**src/hw/rtl/fesc_pkg.sv**
```systemverilog
// Shared constants and the front-to-back command type of the flag-escape codec.
package fesc_pkg;

    // Frame flag, escape byte and the two escape codes
    localparam logic [7:0] FLAG_BYTE = 8'h7e;
    localparam logic [7:0] ESC_BYTE  = 8'h7d;
    localparam logic [7:0] ESC_FLAG  = 8'h02;
    localparam logic [7:0] ESC_ESC   = 8'h01;

    // Width of the reported frame length
    localparam int OUT_LEN_W = 14;

    // Command queue depth and its pointer width
    localparam int QUEUE_DEPTH = 4;
    localparam int QPTR_W      = 2;

    // Direction register codes
    localparam logic DIR_ENCODE = 1'b0;
    localparam logic DIR_DECODE = 1'b1;

    // One accepted item's worth of output: one or two bytes plus frame status
    typedef struct packed {
        logic [7:0]           byte0;
        logic [7:0]           byte1;
        logic                 two;
        logic                 fin;
        logic                 err;
        logic [OUT_LEN_W-1:0] len;
    } fesc_cmd_t;

endpackage

```
**src/hw/rtl/flag_escape_byte_stuffing_codec.sv**
```systemverilog
// Top level of the 0x7e/0x7d flag-escape byte-stuffing codec.
// Frame bytes enter one item per cycle on the s_ channel while s_ready is high and leave
// as result items on the m_ channel, one byte per cycle while m_ready is high. An item
// that yields no byte (a held escape) pushes no command, and one that yields two bytes
// (an escape pair, or a held escape flushed before a byte) occupies the output stage for
// both, which sets the sustained rate. The front end classifies each byte and pushes a
// command into a four-entry queue, so it keeps accepting through output stalls until
// the queue fills; each result passes the queue entry and output register.
// cfg_wr_en/cfg_wr_data set the direction (0 encode, 1 decode) and must only be written
// while the codec is idle. A bad first or last flag raises m_error on the frame's final
// result, which also carries the saturating byte count.
module flag_escape_byte_stuffing_codec #(
    parameter int COUNT_BITS = 14
) (
    input  logic                           aclk,
    input  logic                           aresetn,
    input  logic                           cfg_wr_en,
    input  logic                           cfg_wr_data,
    input  logic                           s_valid,
    output logic                           s_ready,
    input  logic [7:0]                     s_byte_in,
    input  logic                           s_frame_end,
    output logic                           m_valid,
    input  logic                           m_ready,
    output logic [7:0]                     m_byte_out,
    output logic                           m_run_last,
    output logic                           m_frame_done,
    output logic                           m_error,
    output logic [fesc_pkg::OUT_LEN_W-1:0] m_out_length
);
    import fesc_pkg::*;

    logic      q_full;
    logic      q_push;
    logic      q_pop;
    logic      q_empty;
    fesc_cmd_t q_cmd;
    fesc_cmd_t q_head;

    // Accept and classify items
    fesc_front #(
        .COUNT_BITS(COUNT_BITS)
    ) u_front (
        .aclk        (aclk),
        .aresetn     (aresetn),
        .cfg_wr_en   (cfg_wr_en),
        .cfg_wr_data (cfg_wr_data),
        .s_valid     (s_valid),
        .s_ready     (s_ready),
        .s_byte_in   (s_byte_in),
        .s_frame_end (s_frame_end),
        .q_full      (q_full),
        .q_push      (q_push),
        .q_cmd       (q_cmd)
    );

    // Buffer commands
    fesc_queue u_queue (
        .aclk     (aclk),
        .aresetn  (aresetn),
        .push     (q_push),
        .push_cmd (q_cmd),
        .full     (q_full),
        .pop      (q_pop),
        .empty    (q_empty),
        .head     (q_head)
    );

    // Emit result items
    fesc_back u_back (
        .aclk         (aclk),
        .aresetn      (aresetn),
        .q_empty      (q_empty),
        .q_head       (q_head),
        .q_pop        (q_pop),
        .m_valid      (m_valid),
        .m_ready      (m_ready),
        .m_byte_out   (m_byte_out),
        .m_run_last   (m_run_last),
        .m_frame_done (m_frame_done),
        .m_error      (m_error),
        .m_out_length (m_out_length)
    );

endmodule

```
**src/hw/rtl/fesc_front.sv**
```systemverilog
// Front end: accepts input items, tracks frame state and builds output commands.
module fesc_front #(
    parameter int COUNT_BITS = 14
) (
    input  logic               aclk,
    input  logic               aresetn,
    input  logic               cfg_wr_en,
    input  logic               cfg_wr_data,
    input  logic               s_valid,
    output logic               s_ready,
    input  logic [7:0]         s_byte_in,
    input  logic               s_frame_end,
    input  logic               q_full,
    output logic               q_push,
    output fesc_pkg::fesc_cmd_t q_cmd
);
    import fesc_pkg::*;

    localparam longint unsigned CountLimit =
        (COUNT_BITS >= OUT_LEN_W) ? 64'd16383 : ((64'd1 << COUNT_BITS) - 64'd1);
    localparam logic [COUNT_BITS:0] CntLimit = CountLimit[COUNT_BITS:0];

    logic                  direction_reg;
    logic                  at_start_reg, at_start_next;
    logic                  esc_pend_reg, esc_pend_next;
    logic                  bad_start_reg, bad_start_next;
    logic [COUNT_BITS-1:0] count_reg, count_next;

    logic                  accept;
    logic                  dec;
    logic [7:0]            b0, b1;
    logic [1:0]            nbytes;
    logic [COUNT_BITS:0]   sum;
    logic [COUNT_BITS-1:0] count_sat;

    assign s_ready = !q_full;
    assign accept  = s_valid && s_ready;
    assign dec     = (direction_reg == DIR_DECODE);

    // Classify the byte and pick the output bytes
    always_comb begin
        b0            = s_byte_in;
        b1            = s_byte_in;
        nbytes        = 2'd1;
        esc_pend_next = esc_pend_reg;
        if (at_start_reg) begin
            nbytes = 2'd1;
        end else if (s_frame_end) begin
            if (dec && esc_pend_reg) begin
                b0     = ESC_BYTE;
                nbytes = 2'd2;
            end
        end else if (dec) begin
            if (esc_pend_reg) begin
                if (s_byte_in == ESC_FLAG) begin
                    b0            = FLAG_BYTE;
                    esc_pend_next = 1'b0;
                end else if (s_byte_in == ESC_ESC) begin
                    b0            = ESC_BYTE;
                    esc_pend_next = 1'b0;
                end else if (s_byte_in == ESC_BYTE) begin
                    b0 = ESC_BYTE;
                end else begin
                    b0            = ESC_BYTE;
                    nbytes        = 2'd2;
                    esc_pend_next = 1'b0;
                end
            end else if (s_byte_in == ESC_BYTE) begin
                nbytes        = 2'd0;
                esc_pend_next = 1'b1;
            end
        end else begin
            if (s_byte_in == FLAG_BYTE) begin
                b0     = ESC_BYTE;
                b1     = ESC_FLAG;
                nbytes = 2'd2;
            end else if (s_byte_in == ESC_BYTE) begin
                b0     = ESC_BYTE;
                b1     = ESC_ESC;
                nbytes = 2'd2;
            end
        end
        if (s_frame_end) begin
            esc_pend_next = 1'b0;
        end
    end

    // Advance the saturating byte count
    assign sum       = {1'b0, count_reg} + {{(COUNT_BITS-1){1'b0}}, nbytes};
    assign count_sat = (sum > CntLimit) ? CntLimit[COUNT_BITS-1:0] : sum[COUNT_BITS-1:0];

    // Frame state updates
    always_comb begin
        at_start_next  = at_start_reg;
        bad_start_next = bad_start_reg;
        count_next     = count_sat;
        if (at_start_reg) begin
            at_start_next = 1'b0;
            if (s_byte_in != FLAG_BYTE) begin
                bad_start_next = 1'b1;
            end
        end
        if (s_frame_end) begin
            at_start_next  = 1'b1;
            bad_start_next = 1'b0;
            count_next     = '0;
        end
    end

    // Build the command for the queue
    always_comb begin
        q_push      = accept && (nbytes != 2'd0);
        q_cmd.byte0 = b0;
        q_cmd.byte1 = b1;
        q_cmd.two   = (nbytes == 2'd2);
        q_cmd.fin   = s_frame_end;
        q_cmd.err   = s_frame_end && (bad_start_reg || (s_byte_in != FLAG_BYTE));
        q_cmd.len   = s_frame_end ? OUT_LEN_W'(count_sat) : '0;
    end

    // Hold configuration and frame state
    always_ff @(posedge aclk) begin
        if (!aresetn) begin
            direction_reg <= DIR_ENCODE;
            at_start_reg  <= 1'b1;
            esc_pend_reg  <= 1'b0;
            bad_start_reg <= 1'b0;
            count_reg     <= '0;
        end else begin
            if (cfg_wr_en) begin
                direction_reg <= cfg_wr_data;
            end
            if (accept) begin
                at_start_reg  <= at_start_next;
                esc_pend_reg  <= esc_pend_next;
                bad_start_reg <= bad_start_next;
                count_reg     <= count_next;
            end
        end
    end

endmodule

```
**src/hw/rtl/fesc_queue.sv**
```systemverilog
// Short command queue between the front end and the output stage.
module fesc_queue (
    input  logic                aclk,
    input  logic                aresetn,
    input  logic                push,
    input  fesc_pkg::fesc_cmd_t push_cmd,
    output logic                full,
    input  logic                pop,
    output logic                empty,
    output fesc_pkg::fesc_cmd_t head
);
    import fesc_pkg::*;

    fesc_cmd_t         entry_reg [QUEUE_DEPTH];
    logic [QPTR_W-1:0] wr_ptr_reg;
    logic [QPTR_W-1:0] rd_ptr_reg;
    logic [QPTR_W:0]   fill_reg;
    logic              do_push;
    logic              do_pop;

    assign full    = (fill_reg == (QPTR_W+1)'(QUEUE_DEPTH));
    assign empty   = (fill_reg == '0);
    assign do_push = push && !full;
    assign do_pop  = pop && !empty;
    assign head    = entry_reg[rd_ptr_reg];

    // Store pushed commands
    always_ff @(posedge aclk) begin
        if (do_push) begin
            entry_reg[wr_ptr_reg] <= push_cmd;
        end
    end

    // Advance pointers and fill level
    always_ff @(posedge aclk) begin
        if (!aresetn) begin
            wr_ptr_reg <= '0;
            rd_ptr_reg <= '0;
            fill_reg   <= '0;
        end else begin
            if (do_push) begin
                wr_ptr_reg <= wr_ptr_reg + 1'b1;
            end
            if (do_pop) begin
                rd_ptr_reg <= rd_ptr_reg + 1'b1;
            end
            if (do_push && !do_pop) begin
                fill_reg <= fill_reg + 1'b1;
            end else if (do_pop && !do_push) begin
                fill_reg <= fill_reg - 1'b1;
            end
        end
    end

endmodule

```
**src/hw/rtl/fesc_back.sv**
```systemverilog
// Output stage: splits each command into one or two result items.
module fesc_back (
    input  logic                      aclk,
    input  logic                      aresetn,
    input  logic                      q_empty,
    input  fesc_pkg::fesc_cmd_t       q_head,
    output logic                      q_pop,
    output logic                      m_valid,
    input  logic                      m_ready,
    output logic [7:0]                m_byte_out,
    output logic                      m_run_last,
    output logic                      m_frame_done,
    output logic                      m_error,
    output logic [fesc_pkg::OUT_LEN_W-1:0] m_out_length
);
    import fesc_pkg::*;

    logic                 valid_reg;
    logic                 second_reg, second_next;
    logic                 load;
    logic                 last;
    logic [7:0]           byte_reg, byte_next;
    logic                 last_reg;
    logic                 done_reg;
    logic                 err_reg;
    logic [OUT_LEN_W-1:0] len_reg;

    assign load = (!valid_reg || m_ready) && !q_empty;

    // Pick the next byte of the head command
    always_comb begin
        last        = second_reg || !q_head.two;
        byte_next   = second_reg ? q_head.byte1 : q_head.byte0;
        second_next = load ? !last : second_reg;
        q_pop       = load && last;
    end

    // Hold control state
    always_ff @(posedge aclk) begin
        if (!aresetn) begin
            valid_reg  <= 1'b0;
            second_reg <= 1'b0;
        end else begin
            second_reg <= second_next;
            if (load) begin
                valid_reg <= 1'b1;
            end else if (m_ready) begin
                valid_reg <= 1'b0;
            end
        end
    end

    // Hold result payload
    always_ff @(posedge aclk) begin
        if (load) begin
            byte_reg <= byte_next;
            last_reg <= last;
            done_reg <= last && q_head.fin;
            err_reg  <= last && q_head.err;
            len_reg  <= last ? q_head.len : '0;
        end
    end

    assign m_valid      = valid_reg;
    assign m_byte_out   = byte_reg;
    assign m_run_last   = last_reg;
    assign m_frame_done = done_reg;
    assign m_error      = err_reg;
    assign m_out_length = len_reg;

endmodule
```
**config.mk**
```make
export PLATFORM = sky130hd
export DESIGN_NAME = flag_escape_byte_stuffing_codec
export DESIGN_NICKNAME = d
export VERILOG_FILES = /design/src/hw/rtl/fesc_pkg.sv /design/src/hw/rtl/flag_escape_byte_stuffing_codec.sv /design/src/hw/rtl/fesc_front.sv /design/src/hw/rtl/fesc_queue.sv /design/src/hw/rtl/fesc_back.sv
export SDC_FILE = /design/constraint.sdc
export NUM_CORES = 1
export LEC_CHECK = 0
export BUFFER_PORTS_ARGS = -buffer_cell sky130_fd_sc_hd__buf_2
export CORE_ASPECT_RATIO = 0.7
export CORE_UTILIZATION = 45
export DETAILED_ROUTE_END_ITERATION = 12
export GPL_ROUTABILITY_DRIVEN = 0
export GPL_TIMING_DRIVEN = 1
export PLACE_DENSITY = 0.68
export SLEW_MARGIN = 25
export SYNTH_ARGS = -nofsm -noshare
export SYNTH_HDL_FRONTEND = slang
export SYNTH_SLANG_ARGS = --single-unit
```
**constraint.sdc**
```tcl
create_clock -name aclk -period 7.1 [get_ports aclk]
set_input_delay 0.71 -clock aclk [delete_from_list [all_inputs] [get_ports aclk]]
set_output_delay 0.71 -clock aclk [all_outputs]
set_load 0.01 [all_outputs]
```
Word-level counts from Yosys, hierarchy flattened
Memory sizes are Yosys's and may differ from the RTL's. A register that Yosys moved wholly into a read port is not among the register bits.
Cells that the tools add are included.
{ "op_classes": {"n_addsub": 5, "n_mul": 0, "n_div": 0, "order_cmp": 1, "eq_ne": 8, "n_shift": 0, "muxes": 47, "n_bitwise": 0, "reduce_logical": 31} }
{ "op_table": {"columns": ["cell", "n"], "rows": [
  ["8-bit two-way mux", 13],
  ["14-bit two-way mux", 3],
  ["2-bit two-way mux", 13],
  ["8-bit by 7-bit equality test with 1-bit output (second input constant)", 2],
  ["1-bit two-way mux", 16],
  ["14-bit by 2-bit adder with 15-bit output", 1],
  ["15-bit by 14-bit greater-than comparator with 1-bit output (second input constant)", 1],
  ["1-bit logical AND", 12],
  ["2-bit nonzero test", 6],
  ["8-bit by 1-bit equality test with 1-bit output (second input constant)", 1],
  ["8-bit by 2-bit equality test with 1-bit output (second input constant)", 1],
  ["8-bit by 7-bit inequality test with 1-bit output (second input constant)", 1],
  ["1-bit logical NOT", 7],
  ["3-bit two-way mux", 2],
  ["3-bit AND reduction", 2],
  ["2-bit by 1-bit adder with 2-bit output (second input constant)", 2],
  ["3-bit by 1-bit adder with 3-bit output (second input constant)", 1],
  ["3-bit equality test (second input constant)", 1],
  ["3-bit logical NOT", 1],
  ["1-bit logical OR", 3],
  ["3-bit by 1-bit subtractor with 3-bit output (second input constant)", 1],
  ["2-bit equality test (second input constant)", 1],
  ["2-bit inequality test (second input constant)", 1]
]} }
{ "totals": {"ff_bits": 52, "latch_bits": 0, "mem_bits_rw": 132, "romBits": 0, "in_bits": 15, "output_inout_bits": 27, "word_cells": 108, "mem_count": 1} }
{ "memory_table": {"columns": ["memory", "depth", "width", "read_ports", "rd_clocked_by_memory_dff", "wr", "line", "source"], "rows": [
  ["u_queue.entry_reg", 4, 33, 1, 1, 1, "fesc_queue.sv:14", "fesc_cmd_t entry_reg [QUEUE_DEPTH];"]
]} }

Logic depth before layout (Yosys ltp)
Gate-level depths: netlist of the first run.
{ "depth": {"depth_word": 15, "ltp_mapped": 13, "mapped_depth_nobuf": 11} }

By module
Synthesis of the first run repeated with hierarchy kept, for this count alone.
{ "unflattened": {"cells_unflattened": 490, "area_unflattened_um2": 7980.2} }
{ "by_module_without_submodules": {"columns": ["module", "n_inst", "cells_each", "area_each_um2", "seq_area_each_um2"], "rows": [
  ["fesc_queue", 1, 221, 5297.6, 4144.0],
  ["fesc_front", 1, 207, 1625.3, 360.3],
  ["fesc_back", 1, 62, 1057.3, 790.8]
]} }

Worst setup path after synthesis of the first run
OpenSTA, ideal clock, no wires.
{ "synth_timing": {"kind": "input port to flip-flop", "start": "input port m_ready", "end": "register u_queue.fill_reg[2]", "setup_ns": 0.076, "arrival_ns": 3.469, "required_ns": 7.024, "setup_slack_ns": 3.555, "cell_stages": 9, "path_buffers": 0, "path_cell_list": "inv_1 > a21oi_1 > nand2_1 > ha_1 > inv_1 > fa_1 > xor2_1 > or3_1 > a21boi_0"} }
{ "synth_between": {"elab_chain_cells": 7, "word_cells_on_any_way": 9, "classes_between": "mux: 1; reduce/logical: 8"} }
{ "synth_rtl": {"columns": ["element", "line", "source"], "rows": [
  ["start, declared", "flag_escape_byte_stuffing_codec.sv:24", "input logic m_ready,"],
  ["1-bit logical OR (*)", "fesc_back.sv:28", "assign load = (!valid_reg || m_ready) && !q_empty;"],
  ["1-bit logical AND (*)", "fesc_back.sv:28", null],
  ["named net u_back.load", "fesc_back.sv:20", "logic load;"],
  ["1-bit logical AND (*)", "fesc_back.sv:35", "q_pop = load && last;"],
  ["1-bit logical AND (*)", "fesc_queue.sv:24", "assign do_pop = pop && !empty;"],
  ["1-bit logical NOT", "fesc_queue.sv:47", "if (do_push && !do_pop) begin"],
  ["1-bit logical AND", "fesc_queue.sv:47", null],
  ["3-bit two-way mux / 2-bit nonzero test (equally long branches)", null, null],
  ["end signal, assigned", "fesc_queue.sv:48", "fill_reg <= fill_reg + 1'b1;"],
  ["end signal, assigned", "fesc_queue.sv:50", "fill_reg <= fill_reg - 1'b1;"],
  ["end, declared", "fesc_queue.sv:17", "logic [QPTR_W:0] fill_reg;"]
]} }
Mark *: on every way through the listed nets, which the timed path passes. The rest lies on a longest branch.
A chain may end at the register's enable or synchronous reset.

==> results of run 1 <==
[final timing paths]
check	start	endpoint	slack (ns)	cells after the start
worst max-delay path	s_byte_in[5]	u_queue.entry_reg[1][9]	3.47	10
worst min register to register	u_front.count_reg[0]	u_front.count_reg[0]	0.49	2
worst min-delay path	u_front.count_reg[0]	u_front.count_reg[0]	0.49	2
worst max register to register	u_front.dec	u_queue.entry_reg[1][9]	3.66	9
[cells in the mapped netlist, types with 6 or more instances]
cell and instances:
edfxtp_1 157, and2_1 37, mux4_2 33, dfxtp_1 29, nor2_1 22, clkbuf_1 20
a21oi_1 15, nand2_1 15, nor3_1 10, a31oi_1 9, o21ai_0 9, mux2_2 8
nand2b_1 8, nand3_1 8, a311oi_1 7, ha_1 7, inv_1 7, xnor2_1 7
nor2b_1 6
[metrics by stage]
| step | hold slack, ns | worst slack (ns) | instances | util |
|---|---|---|---|---|
| global placement | 0.448 | 3.22 | 731 | 0.495 |
| CTS | 0.479 | 3.47 | 764 | 0.531 |
| global route | 0.516 | 3.10 | 764 | 0.531 |
| detailed placement | 0.463 | 3.02 | 732 | 0.497 |
| finish | 0.486 | 3.47 | 764 | 0.531 |
| floorplan | 0.437 | 3.56 | 487 | - |
[cells by family (layout without fill, tap and decap cells)]
| logic type | Yosys count | after routing |
|---|---|---|
| compound gates | 67 | 67 |
| simple gates | 135 | 135 |
| fa+ha+maj | 8 | 8 |
| flops | 186 | 186 |
| xor+xnor | 10 | 10 |
| buf+inv | 36 | 88 |
| mux | 45 | 45 |
[report_power, final]
group / internal, mW / switching, mW / total [mW] / leakage (nW)
Clock: 0.492 / 0.416 / 0.908 / 0.274
Sequential: 1.41 / 0.0605 / 1.47 / 1.68
Combinational: 0.337 / 0.381 / 0.717 / 0.974
[per-layer routing]
layer	track usage	share of wire
met3	0.0496	0.061
met4	0.0622	0.014
met1	0.241	0.46
met5	0	0
met2	0.276	0.47
[worst min-delay path, cell delays in order (launching register included)]
cell and delay (ns):
dfxtp_1 0.32, nand2_1 0.05, a21boi_0 0.07
[cell type report]
type,instances,area [sq um],area share
Clock inverter,14,136,0.0155
Inverter,7,26.3,0.00298
Timing Repair Buffer,49,285,0.0324
Clock buffer,18,429,0.0487
Sequential cell,186,5300,0.602
Tap cell,225,282,0.0320
Multi-Input combinational cell,265,2350,0.267
[cells in the final DEF, fill, tap and decap left out, types with 4 or more instances in the layout]
| cell | n |
|---|---|
| nand3_1 | 8 |
| nor2_1 | 22 |
| a31oi_1 | 9 |
| o211a_1 | 4 |
| inv_1 | 7 |
| buf_2 | 41 |
| dfxtp_1 | 28 |
| mux2i_1 | 4 |
| mux4_2 | 33 |
| nand2_1 | 15 |
| ha_1 | 7 |
| o21ai_0 | 9 |
| xnor2_1 | 7 |
| clkbuf_16 | 17 |
| a21oi_1 | 14 |
| nand2b_1 | 8 |
| a21boi_0 | 5 |
| nor3_1 | 10 |
| mux2_2 | 8 |
| a311oi_1 | 7 |
| edfxtp_1 | 157 |
| buf_4 | 7 |
| nor2b_1 | 6 |
| or2_2 | 5 |
| and2_1 | 37 |
==> results.md, run 1 <==
- CTS H-tree lvls: 4
- Io pins: 42
- VDD IR max: roughly 0.20 mV
- Detail Route Antenna Nets: 0
- Hold WC Path Type: reg -> reg
- Die Wd: between 150 and 200 microns
- Seq/Total Area, Yosys: 0.681
- Top cells by area, synth: edfxtp_1 61%, mux4_2 9.6%, dfxtp_1 7.5%, and2_1 3.0%, mux2_2 1.2%
- Simple-gate share of the synthesized area: 0.101
- CTS tree: built
- Post-synthesis cell count: slightly below 500
- Die ar.: 17800 sq um
- Leak: 2.93 nW
- Crit-path max FO: 10
- Crit path time final: 3.63 ns
- Final WL: approximately 15000 microns
- DR vias: ~4300
- Initial Util: 0.469
- Bufs on Longest Clock Path: 2
- Leading area contributor after synthesis: edfxtp_1
- Gr usage total: 0.178
- Post-synthesis mux area share: 0.112
- Synth Flop Type: edfxtp_1
- DRC viols: 0
- Worst-margin pin slew: between 0.8 and 0.9 ns
- Global route overflow: 0
- Clock sinks: approximately 190
- DP Area: 8240 sq um
- Total inserted antenna cells: 0
- Via density: roughly 5.6
- Setup crit start kind: primary input
- Slew HR: 0.433
- Iter 0 DRT Violations: about 320
- Clk_lat worst skew: about 0.43 ns
- Final Skew: about 0.012 ns
- Synthesized area: between 7000 and 8000 sq um
- Max cap viols: 0
- Hold buffers post-CTS: 0
- Required @ worst endpoint: 7.27 ns
- Final period util: 0.511
- Max reg flops: 132
- Area share of fa/ha/maj cells after synthesis: 0.0138
- Critical path capture point type: flop
- Root buf cell: clkbuf_16
- Drt first pass iters: 5
- Final setup TNS: 0 ns
- Critical path type: in -> reg
- Design area: between 8000 and 9000 sq um
- CP delay by family, top: simple AND/OR/NAND/NOR gates
- Initial antenna violation count: 0
- Synth Area in XOR/XNOR: 0.0113
- Post-synthesis cell type count: 57
- Post-synth top area share: 0.606
- Vias in the first global route: 4414
- Total power draw: 3.10 mW
- RSZ-0062 raised after global routing: false
- NumNets Final: about 550
- CTS clk-pin slew, worst paths: 0.07 ns
- Layout cells sized above 1: 0.249
- DP HPWL: approximately 9000 microns
- Fin. Hold Viols: 0
- TritonCTS buffer count: 17
- Post-CTS Setup Repair Bufs: 0
- CP Buf/Inv Count: 1
- Pin count of the biggest net entering global routing: 34
- Main combinational cell family by area after synthesis: multiplexers
- Placeable Area: 16600 sq um
- Number of synthesized flops with an enable pin: roughly 160
- Syn avg cell area: between 15 and 20 sq um
- CP arrival: between 3 and 4 ns
- Pwr Density: between 300 and 400 nW/um^2
- Max Freq: approximately 280 MHz
- Post-synthesis compound-gate area fraction: 0.0626
- Max incr delay on CP: around 0.7 ns
- Post-Syn Nets: 510
- Fillers: 1347
- Die Span Y: about 110 microns
- Slew Limit Fails: 0
- # setup viols final: 0
- First-pass GRT wire length: around 24000 microns
- Syn-to-layout area delta: 13.2%
- Outcome: completed
- Async SR Flop Fraction: 0
- Slowest-stage cell, CP: or4_1
- Rows: 39
- Routed len/inst: about 19 microns
- Post_cts resized: 0
- Yosys warning count: 0
- Port Buffer Count: just over 40
- Yosys reg bits: approximately 190
- Crit path cell chain: buf_2 -> nor4_1 -> a31oi_1 -> and2_1 -> o31a_1 -> xor2_1 -> ha_1 -> a21oi_1 -> or4_1 -> a311oi_1
Power figures use the tool's default switching activity.
==> run 2: changes to the inputs <==
PLACE_DENSITY = 0.7   (was 0.68)
clock period = 3.2 ns   (was 7.1 ns; I/O delays follow)
==> run 2 against run 1 <==
Net effect: routed wire length is 3.1% higher; register-to-register slack worse by 3.4 ns; critical path depth is 1 higher; non-clock buffer count is 34 higher; first-iteration DRC count is 29% higher; combinational power is 120% higher; global-route usage is 0.44 points higher; count of clock-buffer cells in the layout is 1 lower; design area is 3.6% higher; critical endpoint is now u_queue.entry_reg[1][4]; largest power group unchanged.
==> results.md, run 2 (synthesis gave the netlist of run 1 again) <==
- TritonCTS buffer count: 17 (unchanged)
- RSZ-0062 raised after global routing: false
- Max reg flops: 132 (unchanged)
- Vias in the first global route: 4563 (+3.4%)
- Rows: 39 (unchanged)
- Drt first pass iters: 5 (unchanged)
- CTS tree: built
- Slowest-stage cell, CP: nor3_1
- Gr usage total: 0.182 (+0.00438)
- CTS H-tree lvls: 4 (unchanged)
- Initial Util: 0.469 (unchanged)
- Slew HR: 0.553 (+0.120)
- Outcome: completed
- Max incr delay on CP: 0.50 ns (-0.20 ns)
- Syn-to-layout area delta: 17.3%
- Total inserted antenna cells: 0 (unchanged)
- Die ar.: 17800 sq um (unchanged)
- Placeable Area: 16600 sq um (unchanged)
- Setup ws final: 0.263 ns (-3.21 ns)
- CP delay by family, top: simple AND/OR/NAND/NOR gates
- Final setup TNS: 0 ns (unchanged)
- First-pass GRT wire length: 24400 microns (+3.3%)
- Detail Route Antenna Nets: 0 (unchanged)
- DRC viols: 0 (unchanged)
- Final period util: 0.918
- Crit path cell chain: buf_4 -> nor4_4 -> o31a_1 -> xor2_1 -> ha_1 -> a21oi_1 -> buf_4 -> buf_4 -> nor3_1 -> xnor2_1 -> a21oi_1
- NumNets Final: 583 (+6.2%)
- # setup viols final: 0 (unchanged)
- Worst-margin pin slew: 0.669 ns (-0.174 ns)
- Global route overflow: 0 (unchanged)
- DP Worst Slack: -0.104 ns (-3.12 ns)
- Critical path type: reg -> reg
- Clk_lat worst skew: 0.43 ns (about the same)
- Design area: 9120 sq um (+3.6%)
- Most common cell after layout, fill and taps aside: edfxtp_1
- Bufs on Longest Clock Path: 2 (unchanged)
- Pin count of the biggest net entering global routing: 34 (unchanged)
- Slew Limit Fails: 0 (unchanged)
- Pwr Density: 759 nW/um^2 (+120%)
- DR vias: 4428 (+2.9%)
- Final WL: 15100 microns (+3.1%)
- Fillers: 1320 (-2.0%)
- Die Span Y: 112 microns (unchanged)
- Hold buffers post-CTS: 0 (unchanged)
- DP Area: 8520 sq um (+3.5%)
- Iter 0 DRT Violations: 409 (+29%)
- Commonest cells after routing, fill and taps aside: 157 x edfxtp_1, 41 x buf_2, 38 x buf_4
- DP HPWL: 9500 microns (+5.9%)
- Routed len/inst: 18.9 microns (-1.3%)
- Port Buffer Count: 41 (unchanged)
- Max cap viols: 0 (unchanged)
- CP Buf/Inv Count: 3 (+2)
- Die Wd: 159 microns (unchanged)
- Initial antenna violation count: 0 (unchanged)
- Critical path capture point type: flop
- Crit-path max FO: 5 (-5)
- Total power draw: 6.92 mW (+120%)
- Crit path time final: roughly 2.9 ns
- Leak: 3.11 nW (+6.2%)
- Hold WC Path Type: in -> reg
- R2R Setup Slk: 0.26 ns (-3.40 ns)
- Clock sinks: 186 (unchanged)
- CTS clk-pin slew, worst paths: 0.07 ns (about the same)
- Via density: 5.55 (-1.5%)
- Max Freq: about 340 MHz
- Fin. Hold Viols: 0 (unchanged)
- VDD IR max: 0.320 mV (+62%)
- Required @ worst endpoint: 3.42 ns (-3.85 ns)
- Root buf cell: clkbuf_16
- Layout cells sized above 1: 0.304 (+0.0551)
- Io pins: 42 (unchanged)
- Cell mode on critical path: buf_4
- CP arrival: 3.16 ns (-0.63 ns)
- Setup crit start kind: flop
- Final Skew: 0.0119 ns (-0.000355 ns)
==> run 2: power by group <==
group / total (mW) / leakage [nW] / switching [mW] / internal (mW)
combinational: 1.61 / 1.15 / 0.845 / 0.765
sequential: 3.27 / 1.68 / 0.139 / 3.13
clock: 2.05 / 0.284 / 0.942 / 1.11
total: 6.92 / 3.11 / 1.93 / 5.00
==> run 2: area by class of cell <==
class	count	area (sq um)	area share
sequential	186	5300	0.581
multi-input combinational	265	2370	0.259
timing repair buffer	83	571	0.0625
clock buffer	17	425	0.0466
tap	225	282	0.0309
clock inverter	15	155	0.0170
inverter	7	26.3	0.00288
==> run 2: per-stage QoR <==
step | hold slack [ns] | util | std cells
3_3_place_gp | 0.449 | 0.514 | 766
6_report | 0.144 | 0.550 | 798
3_5_place_dp | 0.463 | 0.514 | 766
2_1_floorplan | 0.419 | - | 487
5_1_grt | 0.139 | 0.550 | 798
4_1_cts | 0.125 | 0.549 | 798
==> run 2: repair_timing <==
action                     4_1_cts  5_1_grt
resized for setup                0        4
setup endpoints to repair        0       40
setup buffers                    0        0
hold endpoints to repair         0        0
==> run 2: worst paths after layout <==
path / startpoint / endpoint / cells after the start
worst max-delay path: u_front.dec / u_queue.entry_reg[1][4] / 11
worst min-delay path: s_byte_in[7] / u_queue.entry_reg[0][24] / 1
worst max register to register: u_front.dec / u_queue.entry_reg[1][4] / 11
worst min register to register: u_front.bad_start_reg / u_front.bad_start_reg / 2
==> run 2: routing by layer <==
metal | GRT usage | vias up | routed length (microns)
met4 | 0.0647 | 0 | 244
met3 | 0.0440 | 18 | 824
met5 | 0 | - | 0
met1 | 0.251 | 2205 | 7020
met2 | 0.284 | 149 | 7010
li1 | - | 2056 | -
==> run 3: changes to the inputs <==
CORE_UTILIZATION = 55   (was 45)
PLACE_DENSITY = 0.82   (was 0.7)
==> run 3 against run 2 <==
Net effect: count of clock-buffer cells in the layout stayed put; register-to-register slack worse by 0.03 ns; global-route usage is 5.7 points higher; non-clock buffer count is 8 lower.
==> results.md, run 3 (synthesis gave the netlist of run 1 again) <==
- DP Worst Slack: -0.185 ns (-0.0817 ns)
- DP HPWL: 9400 microns (-1.1%)
- Initial antenna violation count: 0 (unchanged)
- Leak: 3.08 nW (-0.96%)
- Syn-to-layout area delta: 16.3%
- Comb pwr share: 0.232 (about the same)
- Final period util: 0.928 (+0.0101)
- NumNets Final: 575 (-1.4%)
- Slew Limit Fails: 0 (unchanged)
- Max reg flops: 132 (unchanged)
- Setup crit start kind: flop
- Detail Route Antenna Nets: 0 (unchanged)
- Outcome: completed
- TritonCTS buffer count: 17 (unchanged)
- Max cap viols: 0 (unchanged)
- Max Freq: 337 MHz (-1.1%)
- Global route overflow: 0 (unchanged)
- Fin. Hold Viols: 0 (unchanged)
- Most common cell after layout, fill and taps aside: edfxtp_1
- Critical path type: reg -> reg
- Pwr Density: 767 nW/um^2 (+1.0%)
- # setup viols final: 0 (unchanged)
- Slew HR: 0.371 (-0.183)
- Crit-path max FO: 7 (+2)
- Sw Share: 0.288 (+0.00953)
- Die Span Y: 101 microns (-9.4%)
- Die Wd: 144 microns (-9.4%)
- Via density: 6.11 (+10%)
- Crit path time final: 2.97 ns (+0.0323 ns)
- Port Buffer Count: 41 (unchanged)
- Layout cells sized above 1: 0.297 (-0.00632)
- CTS tree: built
- Critical path capture point type: flop
- Clock power share: 0.297 (about the same)
- Bufs on Longest Clock Path: 2 (unchanged)
- Total inserted antenna cells: 0 (unchanged)
- RSZ-0062 raised after global routing: false
- Hold buffers post-CTS: 0 (unchanged)
- Pin count of the biggest net entering global routing: 34 (unchanged)
- Initial Util: 0.577 (+0.108)
- Gr usage total: 0.239 (+0.0567)
- Clk_lat worst skew: 0.44 ns (about the same)
- Final setup TNS: 0 ns (unchanged)
- First-pass GRT wire length: 24900 microns (+1.9%)
- Final WL: 15400 microns (+1.8%)
- DRC viols: 0 (unchanged)
- Hold WC Path Type: in -> reg
- Final std cells w/o fill: 750 (-6.0%)
- Placeable Area: 13500 sq um (-19%)
- Hold Slack: 0.172 ns (+0.0278 ns)
- Clock sinks: 186 (unchanged)
- Io pins: 42 (unchanged)
- Commonest cells after routing, fill and taps aside: 157 x edfxtp_1, 41 x buf_2, 37 x and2_1
- Root buf cell: clkbuf_16
- CTS H-tree lvls: 4 (unchanged)
- Required @ worst endpoint: 3.53 ns (+0.11 ns)
- Post-CTS Setup Repair Bufs: 0 (unchanged)
- Die ar.: 14600 sq um (-18%)
- Iter 0 DRT Violations: 429 (+4.9%)
- Int Power: 4.94 mW (-1.2%)
- CP arrival: 3.30 ns (+0.14 ns)
- Setup ws final: 0.231 ns (-0.0323 ns)
- Final Skew: 0.0144 ns (+0.00251 ns)
- Vias in the first global route: 4673 (+2.4%)
- Routed len/inst: 20.5 microns (+8.3%)
- Register share of total power: 0.471 (about the same)
- Fillers: 908 (-31%)
- Worst-margin pin slew: 0.934 ns (+0.266 ns)
- P_sw: 1.99 mW (+3.6%)
- VDD IR max: 0.447 mV (+40%)
- Rows: 35 (-10%)
- Drt first pass iters: 5 (unchanged)
- DR vias: 4585 (+3.5%)
- Placed cell count: 718 (-6.3%)
- CTS clk-pin slew, worst paths: 0.07 ns (about the same)
run 3: through the flow:
stage	total power, mW	util	instance area, sq um
after floorplan	4.39	-	7780
after global placement	4.88	0.624	8410
after detailed placement	4.94	0.624	8410
after CTS	7.00	0.668	9010
after global routing	7.26	0.670	9040
final	6.93	0.670	9040
run 3: worst paths after layout:
check                        startpoint                     to  slack [ns]  cells after the start
setup / recovery   u_front.esc_pend_reg   u_front.count_reg[3]        0.23                     11
hold / removal              cfg_wr_data            u_front.dec        0.17                      3
setup reg to reg   u_front.esc_pend_reg   u_front.count_reg[3]        0.23                     11
hold reg to reg   u_front.bad_start_reg  u_front.bad_start_reg        0.48                      2
run 3: routing by layer:
metal | up-vias | wire length (microns) | share of wire | global-route usage
met4 | 0 | 373 | 0.024 | 0.106
met3 | 36 | 1030 | 0.067 | 0.0577
met1 | 2314 | 6510 | 0.42 | 0.319
met5 | - | 0 | 0 | 0
met2 | 199 | 7450 | 0.48 | 0.377
li1 | 2036 | - | - | -
run 3: worst max-delay path: stages (launching register included):
cell and delay, ns:
dfxtp_1 0.44, nand2_1 0.12, a31oi_1 0.23, and2_1 0.18, o31a_1 0.17, xor2_1 0.18
ha_1 0.24, a2111oi_4 0.08, buf_4 0.15, nor4_2 0.52, nor2_1 0.21, a311oi_1 0.35
run 3: area by class of cell:
class / instances / area, sq um / area share
Timing Repair Buffer: 75 / 510 / 0.0565
Multi-Input combinational cell: 265 / 2380 / 0.263
Inverter: 7 / 26.3 / 0.00291
Clock buffer: 17 / 425 / 0.0470
Sequential cell: 186 / 5300 / 0.586
Clock inverter: 15 / 171 / 0.0190
Tap cell: 185 / 231 / 0.0256
run 3: timing repair:
action                                  4_1_cts  5_1_grt
hold endpoints to repair                      0        0
gates resized for setup                       0        7
endpoints found under the setup margin        0       56
run 3: power by group through the flow:
stage / logic [mW] / registers [mW] / clock network (mW)
after global placement: 1.58 / 3.30 / 0
after floorplan: 1.02 / 3.37 / 0
final: 1.61 / 3.26 / 2.06
after global routing: 1.76 / 3.31 / 2.19
after detailed placement: 1.62 / 3.32 / 0
after CTS: 1.64 / 3.27 / 2.10
